## src/ofm_pkg.sv

```systemverilog
`timescale 1ns / 1ps
// ----------------------------------------------------------------------------
// ofm_pkg
// Shared types and constants of the overlap-add frame merge unit.
// ----------------------------------------------------------------------------
package ofm_pkg;

	localparam int MAX_FRAME_DEF   = 1024;
	localparam int SAMPLE_BITS_DEF = 16;

	localparam int CFG_W     = 11;
	localparam int CFG_IDX_W = 2;
	localparam int TADDR_W   = CFG_W - 1;

	localparam logic [CFG_IDX_W-1:0] REG_FRAME_LENGTH = CFG_IDX_W'(0);
	localparam logic [CFG_IDX_W-1:0] REG_HOP          = CFG_IDX_W'(1);

	localparam logic [CFG_W-1:0] LEN_RESET = CFG_W'(1024);
	localparam logic [CFG_W-1:0] HOP_RESET = CFG_W'(512);

	localparam int FIFO_DEPTH = 3;
	localparam int FIFO_PTR_W = 2;
	localparam int FIFO_CNT_W = 2;

	typedef struct packed {
		logic               rd;
		logic               wr;
		logic [TADDR_W-1:0] addr;
	} tail_ctrl_t;

endpackage

```

## src/ofm_if.sv

```systemverilog


interface ofm_out_if import ofm_pkg::*; #(
	parameter int SAMPLE_BITS = SAMPLE_BITS_DEF
);
	logic                        valid;
	logic                        ready;
	logic signed [SAMPLE_BITS:0] out_left;
	logic signed [SAMPLE_BITS:0] out_right;

	modport source (output valid, output out_left, output out_right, input ready);
	modport sink (input valid, input out_left, input out_right, output ready);
endinterface


```

## src/ofm_merge.sv

```systemverilog
`timescale 1ns / 1ps
// ----------------------------------------------------------------------------
// ofm_merge
// Joins the lane sums into one result and queues it for the output channel.
// ----------------------------------------------------------------------------
module ofm_merge import ofm_pkg::*; #(
	parameter int SAMPLE_BITS = SAMPLE_BITS_DEF
) (
	input  logic                        clk,
	input  logic                        arst_n,
	input  logic                        push,
	input  logic signed [SAMPLE_BITS:0] left,
	input  logic signed [SAMPLE_BITS:0] right,
	output logic                        can_accept,
	ofm_out_if.source                   merged
);

	logic signed [SAMPLE_BITS:0] left_q  [FIFO_DEPTH];
	logic signed [SAMPLE_BITS:0] right_q [FIFO_DEPTH];
	logic [FIFO_PTR_W-1:0]       wr_ptr_q, rd_ptr_q;
	logic [FIFO_CNT_W-1:0]       cnt_q;
	logic                        pop;

	assign pop              = merged.valid && merged.ready;
	assign merged.valid     = cnt_q != '0;
	assign merged.out_left  = left_q[rd_ptr_q];
	assign merged.out_right = right_q[rd_ptr_q];
	assign can_accept       = ({1'b0, cnt_q} + (FIFO_CNT_W + 1)'(push))
		< (FIFO_CNT_W + 1)'(FIFO_DEPTH);

	function automatic logic [FIFO_PTR_W-1:0] ptr_next(input logic [FIFO_PTR_W-1:0] p);
		ptr_next = (p == FIFO_PTR_W'(FIFO_DEPTH - 1)) ? '0 : p + FIFO_PTR_W'(1);
	endfunction

	always_ff @(posedge clk) begin
		if (push) begin
			left_q[wr_ptr_q]  <= left;
			right_q[wr_ptr_q] <= right;
		end
	end

	always_ff @(posedge clk or negedge arst_n) begin
		if (!arst_n) begin
			wr_ptr_q <= '0;
			rd_ptr_q <= '0;
			cnt_q    <= '0;
		end else begin
			if (push) begin
				wr_ptr_q <= ptr_next(wr_ptr_q);
			end
			if (pop) begin
				rd_ptr_q <= ptr_next(rd_ptr_q);
			end
			if (push && !pop) begin
				cnt_q <= cnt_q + FIFO_CNT_W'(1);
			end else if (pop && !push) begin
				cnt_q <= cnt_q - FIFO_CNT_W'(1);
			end
		end
	end

	a_no_overflow: assert property (@(posedge clk) disable iff (!arst_n)
		push |-> (cnt_q < FIFO_CNT_W'(FIFO_DEPTH) || pop))
		else $error("result queue overflow");

	a_cnt_range: assert property (@(posedge clk) disable iff (!arst_n)
		32'(cnt_q) <= FIFO_DEPTH)
		else $error("result queue count out of range");

endmodule

```

## src/flat_wrapper.sv

```systemverilog
// flat-port wrapper written by rule: the top's interface ports become plain ports
module ofm_merge_flat import ofm_pkg::*;
#(
	parameter int SAMPLE_BITS = SAMPLE_BITS_DEF
)
  (clk, arst_n, push, left, right, can_accept, merged_valid, merged_out_left, merged_out_right, merged_ready);
  ofm_out_if #(.SAMPLE_BITS(SAMPLE_BITS)) merged_i ();
  input  logic clk;
  input  logic arst_n;
  input  logic push;
  input  logic signed [SAMPLE_BITS:0] left;
  input  logic signed [SAMPLE_BITS:0] right;
  output logic can_accept;
  output wire logic [$bits(merged_i.valid)-1:0] merged_valid;
  output wire logic [$bits(merged_i.out_left)-1:0] merged_out_left;
  output wire logic [$bits(merged_i.out_right)-1:0] merged_out_right;
  input wire logic [$bits(merged_i.ready)-1:0] merged_ready;
  assign merged_valid = merged_i.valid;
  assign merged_out_left = merged_i.out_left;
  assign merged_out_right = merged_i.out_right;
  assign merged_i.ready = merged_ready;
  ofm_merge #(.SAMPLE_BITS(SAMPLE_BITS)) u_core (.clk(clk), .arst_n(arst_n), .push(push), .left(left), .right(right), .can_accept(can_accept), .merged(merged_i));
endmodule
```

## config.mk

```make
export PLATFORM = sky130hd
export DESIGN_NAME = ofm_merge_flat
export DESIGN_NICKNAME = d
export VERILOG_FILES = /design/src/ofm_pkg.sv /design/src/ofm_if.sv /design/src/ofm_merge.sv /design/src/flat_wrapper.sv
export SDC_FILE = /design/constraint.sdc
export NUM_CORES = 1
export LEC_CHECK = 0
export BUFFER_PORTS_ARGS = -buffer_cell sky130_fd_sc_hd__buf_4
export CAP_MARGIN = 40
export CELL_PAD_IN_SITES_DETAIL_PLACEMENT = 0
export CELL_PAD_IN_SITES_GLOBAL_PLACEMENT = 1
export CORE_AREA = 3 3 100 102
export CTS_CLUSTER_DIAMETER = 100
export CTS_CLUSTER_SIZE = 28
export DETAILED_ROUTE_END_ITERATION = 8
export DIE_AREA = 0 0 103 105
export PLACE_DENSITY_LB_ADDON = 0.1
export SYNTH_ARGS = -nofsm -noshare
export SYNTH_HDL_FRONTEND = slang
export SYNTH_SLANG_ARGS = --single-unit
```

## constraint.sdc

```tcl
create_clock -name clk -period 4.4 [get_ports clk]
set_clock_uncertainty 0.05 [all_clocks]
set_input_delay 0 -clock clk [delete_from_list [all_inputs] [get_ports clk]]
set_output_delay 0 -clock clk [all_outputs]
set_load 0.03 [all_outputs]
```

; Word-level counts from Yosys, hierarchy flattened
; Memory sizes are Yosys's and may differ from the RTL's.
; Index checks and enable logic that the tools add are counted.
[classes]
n_eq_ne = 2
reduce_logical = 7
magnitude_cmp = 1
muxes = 6
add_sub_neg = 5
[ops]
columns = op, n
row1 = $mux 2, 4
row2 = $add 2x1->2 const B, 3
row3 = $eq 2x2->1 const B, 2
row4 = $reduce_bool 2->1, 2
row5 = $add 2x1->3, 1
row6 = $logic_and 1x1->1, 3
row7 = $lt 3x2->1 const B, 1
row8 = $logic_not 1->1, 2
row9 = $mux 1, 2
row10 = $sub 2x1->2 const B, 1
[word_totals]
register_bits = 6
word_cells = 26
output_inout_bits = 36
inputBits = 38
mem_bits_rw = 102
memories = 2
[mem_list]
columns = memory, words, width, read_ports, rd_ports_with_merged_regs, write_ports, line_no
row1 = u_core.left_q, 3, 17, 1, 0, 1, ofm_merge.sv:18  ; logic signed [SAMPLE_BITS:0] left_q [FIFO_DEPTH];
row2 = u_core.right_q, 3, 17, 1, 0, 1, ofm_merge.sv:19  ; logic signed [SAMPLE_BITS:0] right_q [FIFO_DEPTH];

; Longest topological paths before layout
; Gate-level depths: netlist of the first run.
[logic_depth]
depth_word = 5
ltp_mapped = 5
ltp_nobuf = 5

; Worst setup path before layout of the first run
; Ideal clock, no wire load.
[synth_timing]
path_kind = reg2reg
startpoint = register u_core.wr_ptr_q[0]
endpoint = memory u_core.left_q[2][0] (netlist name), enable pin
slack_ns = 0.931
setup_ns = 0.475
period_less_slack_ns = 3.469
path_buffers = 0
stages_incl_launch_ff = 2
t_required_ns = 3.875
arrival_ns = 2.944
path_cell_list = dfrtp_1 -> nor3b_1
[synth_lines]
columns = item, line_no
row1 = from (decl), ofm_merge.sv:20  ; logic [FIFO_PTR_W-1:0] wr_ptr_q, rd_ptr_q;
row2 = from (signal assigned), ofm_merge.sv:49  ; wr_ptr_q <= ptr_next(wr_ptr_q);
row3 = to (decl), ofm_merge.sv:18
; Straight into the memory's write port.

; Worst setup path in the final report of the first run
[layout_timing]
startpoint = register u_core.wr_ptr_q[1]
endpoint = memory u_core.left_q[2][2] (netlist name), enable pin
; Straight into the memory's write port.

==> results of run 1 <==
cells by family (layout without fill, tap and decap cells):
family                   count (synthesis)  after routing  share of synthesized area [%]
adder cells (fa/ha/maj)                  3              3                          0.913
AO/OA/AOI/OAI                           40             40                           5.14
XOR/XNOR                                 3              3                          0.639
buffers and inverters                   13            133                           2.68
flip-flops                             108            108                           78.1
multiplexers                            34             34                           8.28
AND/OR/NAND/NOR                         43             43                           4.20
worst paths after layout:
check                                                   to  slack (ns)  depth (start not counted)
setup / recovery             u_core.left_q[2][2]$_DFFE_PP_        2.38                          2
hold / removal             u_core.right_q[2][11]$_DFFE_PP_        0.33                          2
setup reg to reg             u_core.left_q[2][2]$_DFFE_PP_        2.38                          2
hold reg to reg                u_core.cnt_q[1]$_DFFE_PN0P_        0.50                          1
max in group asynchronous   u_core.rd_ptr_q[0]$_DFFE_PN0P_        3.54                          3
min in group asynchronous      u_core.cnt_q[1]$_DFFE_PN0P_        0.53                          3
worst max-delay path, stage by stage (launching register included):
cell     delay (ns)
dfrtp_1        0.44
nor3b_2        0.70
buf_4          0.49
per-layer routing:
| metal | global-route usage, % | vias up |
|---|---|---|
| li1 | - | 1137 |
| met5 | 0 | - |
| met1 | 16.9 | 1058 |
| met4 | 3.05 | 0 |
| met3 | 4.67 | 2 |
| met2 | 23.5 | 52 |
synth_stat cells, drive strengths merged:
library cell and count:
o21ai 36, a21o 3, edfxtp 102, a21oi 1, xor2 2, nor2 2
xnor2 1, buf 7, or2 1, inv 1, nand2b 1, dfrtp 6
nand2 36, ha 3, mux2i 34, clkbuf 5, nor3b 1, nor3 2
final cells by class:
cell class | count | area (um^2)
Fill cell | 726 | 3820
Sequential cell | 108 | 3220
Timing Repair Buffer | 116 | 1000
Multi-Input combinational cell | 123 | 806
Tap cell | 111 | 139
Clock buffer | 9 | 124
Clock inverter | 7 | 81.3
Inverter | 1 | 3.75
metrics by stage:
| stage | instance area (um^2) | total power, mW |
|---|---|---|
| global placement | 4730 | 2.84 |
| detailed placement | 4790 | 2.91 |
| global route | 5370 | 3.69 |
| floorplan | 4110 | 2.42 |
| finish | 5370 | 3.48 |
| CTS | 5370 | 3.53 |
power by group:
group	switching (mW)	internal (mW)	total (mW)
registers	0.125	1.32	1.45
logic	0.878	0.553	1.43
clock network	0.326	0.273	0.599
total	1.33	2.15	3.48
registers in the layout, summed over array words and instances, names as in the netlist:
| register | cells |
|---|---|
| u_core.rd_ptr_q | 2 |
| u_core.right_q | 51 |
| u_core.cnt_q | 2 |
| u_core.wr_ptr_q | 2 |
| u_core.left_q | 51 |
timing repair:
| item | CTS | global route |
|---|---|---|
| endpoints found under the hold margin | 112 | 0 |
| buffers inserted | 0 | 0 |
| hold buffers | 38 | 0 |
| gates resized for setup | 0 | 0 |
==> out/results.txt, run 1 <==
Hold Path Origin = right[11]
Initial detailed-routing violation count = 81
Final critical path time including I/O delays and setup = 2.02 ns
Synth warn = 0
Setup CP Type = flop to flop
Die area = 0.0108 mm^2
Slew at the pin with the worst max-slew slack = 0.800 ns
Slew Limit Headroom = 46.4%
# placed instances = 421
Type of the most critical hold path = input pin to flop
Syn Nets = 285
Commonest non-fill, non-tap cell in the layout = edfxtp_1
Final WS setup = 2.38 ns
Startpoint Class = flop
Total track usage = 13.8%
H-tree levels = 3
Met3 Routed Length = 280 um
Antenna viol nets, final = 0
Layout cells sized above 1 = 27.5%
Setup Viol. Count Final = 0
Routed wire per std cell = 14.8 um
Initial Util = 44.7%
Residual DRC count = 0
Number of CTS-inserted buffers = 9
Total routed wirelength = 7.02 mm
CP Capture Type = flop
Commonest non-fill, non-tap cells in the layout = edfxtp_1 (102), buf_4 (75), dlygate4sd3_1 (38), nand2_1 (36), mux2i_1 (34)
Buffers added on ports = 73
Final nets = 400
Netlist cell types = 23
Max-cap viol count = 0
Clock Path Buffers = 2
Vias = 2249
Highest Clock Rate = 494 MHz
Worst hold slack = 0.325 ns
Synth top area share = 74.5%
Die Ht = 105 um
Sink Count = 108
Worst setup path start = u_core.wr_ptr_q[1]$_DFFE_PN0P_
First-pass GRT wire length = 11.1 mm
Tcrit/Tclk final = 46.0%
Vias in the first global route = 2225
Area grow syn2layout = 30.7%
CTS clock-pin slew for the worst setup and hold paths = 0.10 ns
Most area-hungry cell type in the Yosys netlist = edfxtp_1
CP arrival = 1.98 ns
Routability-driven placement congestion ratio = 0.687
DR top layer = met4
Crit path required time = 4.36 ns
Initial antenna violation count = 0
Peak supply drop = 0.304 mV
Detailed Routing Iterations Pass 1 = 5
Die Wd = 103 um
Critical Path Fanout Max = 25
Sequential-to-total area share from yosys stat = 78.1%
Antenna Cells = 0
Site Rows = 35
Lkg Pwr = 2.01 nW
Worst R2R Start = u_core.wr_ptr_q[1]$_DFFE_PN0P_
Vias per cell = 4.73
Clk_lat worst skew = 0.34 ns
Clk Tree Root Cell = clkbuf_8
Slew Limit Fails = 0
Largest net degree at the start of global routing = 44
Setup total negative slack = 0 ns
Finished Core Util = 58.4%
Gate Count Post-Synth = 244
RSZ-0062 raised after global routing = no
Synth Cell Area = 0.00411 mm^2
Core area = 0.00920 mm^2
Met2 wire length = 3.67 mm
Final hold vios = 0
Largest cells by area after synthesis = edfxtp_1 (74%), mux2i_1 (8.3%), dfrtp_1 (3.7%), o21ai_1 (3.4%), nand2_1 (3.3%)
Avg Cell Area, Syn = 16.9 um^2
Outcome = complete, no violations
Post-Layout Cell Count = 475
IO Count = 74
Synth Register Bits = 108
M1 wire length = 3.04 mm
Congestion Overflow GR = 0
DP HPWL = 4.33 mm
Pre-CTS setup slack = 2.34 ns
Power Density = 647 mW/mm^2
CTS tree = done
Note: power is estimated with default switching activity, not from simulation.
==> run 2: changes to the inputs <==
--- a/config.mk
+++ b/config.mk
@@ -9,11 +9,11 @@
 export CAP_MARGIN = 40
 export CELL_PAD_IN_SITES_DETAIL_PLACEMENT = 0
 export CELL_PAD_IN_SITES_GLOBAL_PLACEMENT = 1
-export CORE_AREA = 3 3 100 102
+export CORE_AREA = 3 3 105 107
 export CTS_CLUSTER_DIAMETER = 100
 export CTS_CLUSTER_SIZE = 28
 export DETAILED_ROUTE_END_ITERATION = 8
-export DIE_AREA = 0 0 103 105
+export DIE_AREA = 0 0 108 110
 export PLACE_DENSITY_LB_ADDON = 0.1
 export SYNTH_ARGS = -nofsm -noshare
 export SYNTH_HDL_FRONTEND = slang
==> constraint.sdc (replaced) <==
create_clock -name clk -period 1.64 [get_ports clk]
set_clock_uncertainty 0.05 [all_clocks]
set_input_delay 0 -clock clk [delete_from_list [all_inputs] [get_ports clk]]
set_output_delay 0 -clock clk [all_outputs]
set_load 0.03 [all_outputs]
==> run 2 against run 1 <==
  * Sequential cell count stayed put
  * Clock power is 140% higher
  * Cell area is 2.0% higher
  * Sequential share of layout area is 1.0 points lower
==> out/results.txt, run 2 (same netlist as run 1, synthesis figures left out) <==
CP arrival = 1.54 ns
Routed wire per std cell = 14.6 um
Tcrit/Tclk final = 97.0%
Worst hold slack = 0.320 ns
Detailed Routing Iterations Pass 1 = 4
Startpoint Class = flop
Type of the most critical hold path = input pin to flop
Peak supply drop = 0.906 mV
Top delay family on crit path = flip-flops
IO Count = 74
Die Wd = 108 um
Area grow syn2layout = 33.2%
Slew Limit Fails = 0
Number of CTS-inserted buffers = 9
Max-cap viol count = 0
CTS clock-pin slew for the worst setup and hold paths = 0.10 ns
Final hold vios = 0
# placed instances = 450
Max incr delay on CP = 0.45 ns
Setup total negative slack = 0 ns
Slowest library cell on the worst path = dfrtp_2
Setup CP Type = flop to primary output
Post-Layout Cell Count = 507
Buffers added on ports = 73
Outcome = complete, no violations
Die Ht = 110 um
Clk Tree Root Cell = clkbuf_8
Vias = 2351
Initial detailed-routing violation count = 102
Initial Util = 40.2%
DP HPWL = 4.37 mm
Final Instance Area = 0.00548 mm^2
Clk_lat worst skew = 0.36 ns
# fillers = 848
M1 wire length = 3.52 mm
Largest net degree at the start of global routing = 36
Clock Path Buffers = 2
Congestion Overflow GR = 0
Sink Count = 108
Site Rows = 37
DR top layer = met4
Critical Path Fanout Max = 29
Met3 Routed Length = 301 um
CTS tree = done
Final critical path time including I/O delays and setup = 1.59 ns
Commonest non-fill, non-tap cells in the layout = edfxtp_1 (102), buf_4 (79), dlygate4sd3_1 (38), nand2_1 (36), mux2i_1 (34)
Finished Core Util = 53.5%
Residual DRC count = 0
Lkg Pwr = 2.04 nW
Slew at the pin with the worst max-slew slack = 0.281 ns
Initial antenna violation count = 0
Vias per cell = 4.64
Die area = 0.0119 mm^2
Placed Instance Area = 0.00489 mm^2
Met2 wire length = 3.47 mm
RSZ-0062 raised after global routing = yes
Total routed wirelength = 7.40 mm
Crit path buf inv count = 2
Antenna viol nets, final = 0
Critical-path cell list = buf_12 > mux2i_1 > o21ai_1 > buf_4
Commonest non-fill, non-tap cell in the layout = edfxtp_1
CP Capture Type = primary output
Crit path required time = 1.59 ns
Final WS setup = 0.0488 ns
Power Density = 1720 mW/mm^2
First-pass GRT wire length = 11.7 mm
Antenna Cells = 0
Vias in the first global route = 2290
H-tree levels = 3
Total track usage = 13.2%
Setup Viol. Count Final = 0
Layout cells sized above 1 = 29.9%
Pre-CTS setup slack = 0.232 ns
Core area = 0.0102 mm^2
Highest Clock Rate = 628 MHz
Pwr Total = 9.42 mW
Final nets = 407
Biggest regs = u_core.left_q: 51 flops, u_core.right_q: 51 flops
Slew Limit Headroom = 81.2%
Routability-driven placement congestion ratio = 0.649
==> run 2: routing by layer <==
layer	vias up	track usage, %
met3	10	2.97
met2	55	21.1
met1	1136	17.8
met4	0	4.87
met5	-	0
li1	1150	-
==> run 2: final cells by class <==
type / count / area (um^2) / share of cell area [%]
sequential: 108 / 3220 / 58.8
timing repair buffer: 123 / 1080 / 19.8
multi-input combinational: 123 / 825 / 15.1
tap: 136 / 170 / 3.11
clock buffer: 9 / 124 / 2.26
clock inverter: 7 / 48.8 / 0.891
inverter: 1 / 3.75 / 0.0685
==> run 2: final timing paths <==
kind                                                 from                              to  slack [ns]  cells after the start
max                        u_core.rd_ptr_q[0]$_DFFE_PN0P_            merged_out_right[10]        0.05                      4
min                                               left[4]   u_core.left_q[1][4]$_DFFE_PP_        0.32                      2
max reg2reg                   u_core.cnt_q[0]$_DFFE_PN0P_     u_core.cnt_q[1]$_DFFE_PN0P_        0.12                      5
min reg2reg                   u_core.cnt_q[1]$_DFFE_PN0P_     u_core.cnt_q[1]$_DFFE_PN0P_        0.49                      1
max in group asynchronous                          arst_n  u_core.wr_ptr_q[1]$_DFFE_PN0P_        0.77                      3
min in group asynchronous                          arst_n  u_core.rd_ptr_q[1]$_DFFE_PN0P_        0.52                      3
==> run 2: report_power, final <==
group          total [mW]  leakage (nW)  switching (mW)  internal [mW]
combinational        4.22         0.940            2.56           1.66
sequential           3.76          1.01           0.203           3.56
clock                1.43        0.0870           0.873          0.562
==> run 2: timing repair <==
| action | CTS | global route |
|---|---|---|
| gates cloned | 0 | 0 |
| hold buffers | 38 | 0 |
| hold endpoints to repair | 111 | 0 |
| setup buffers | 3 | 0 |
| endpoints found under the setup margin | 7 | 8 |
| resized for setup | 2 | 6 |
| pin swaps | 0 | 1 |
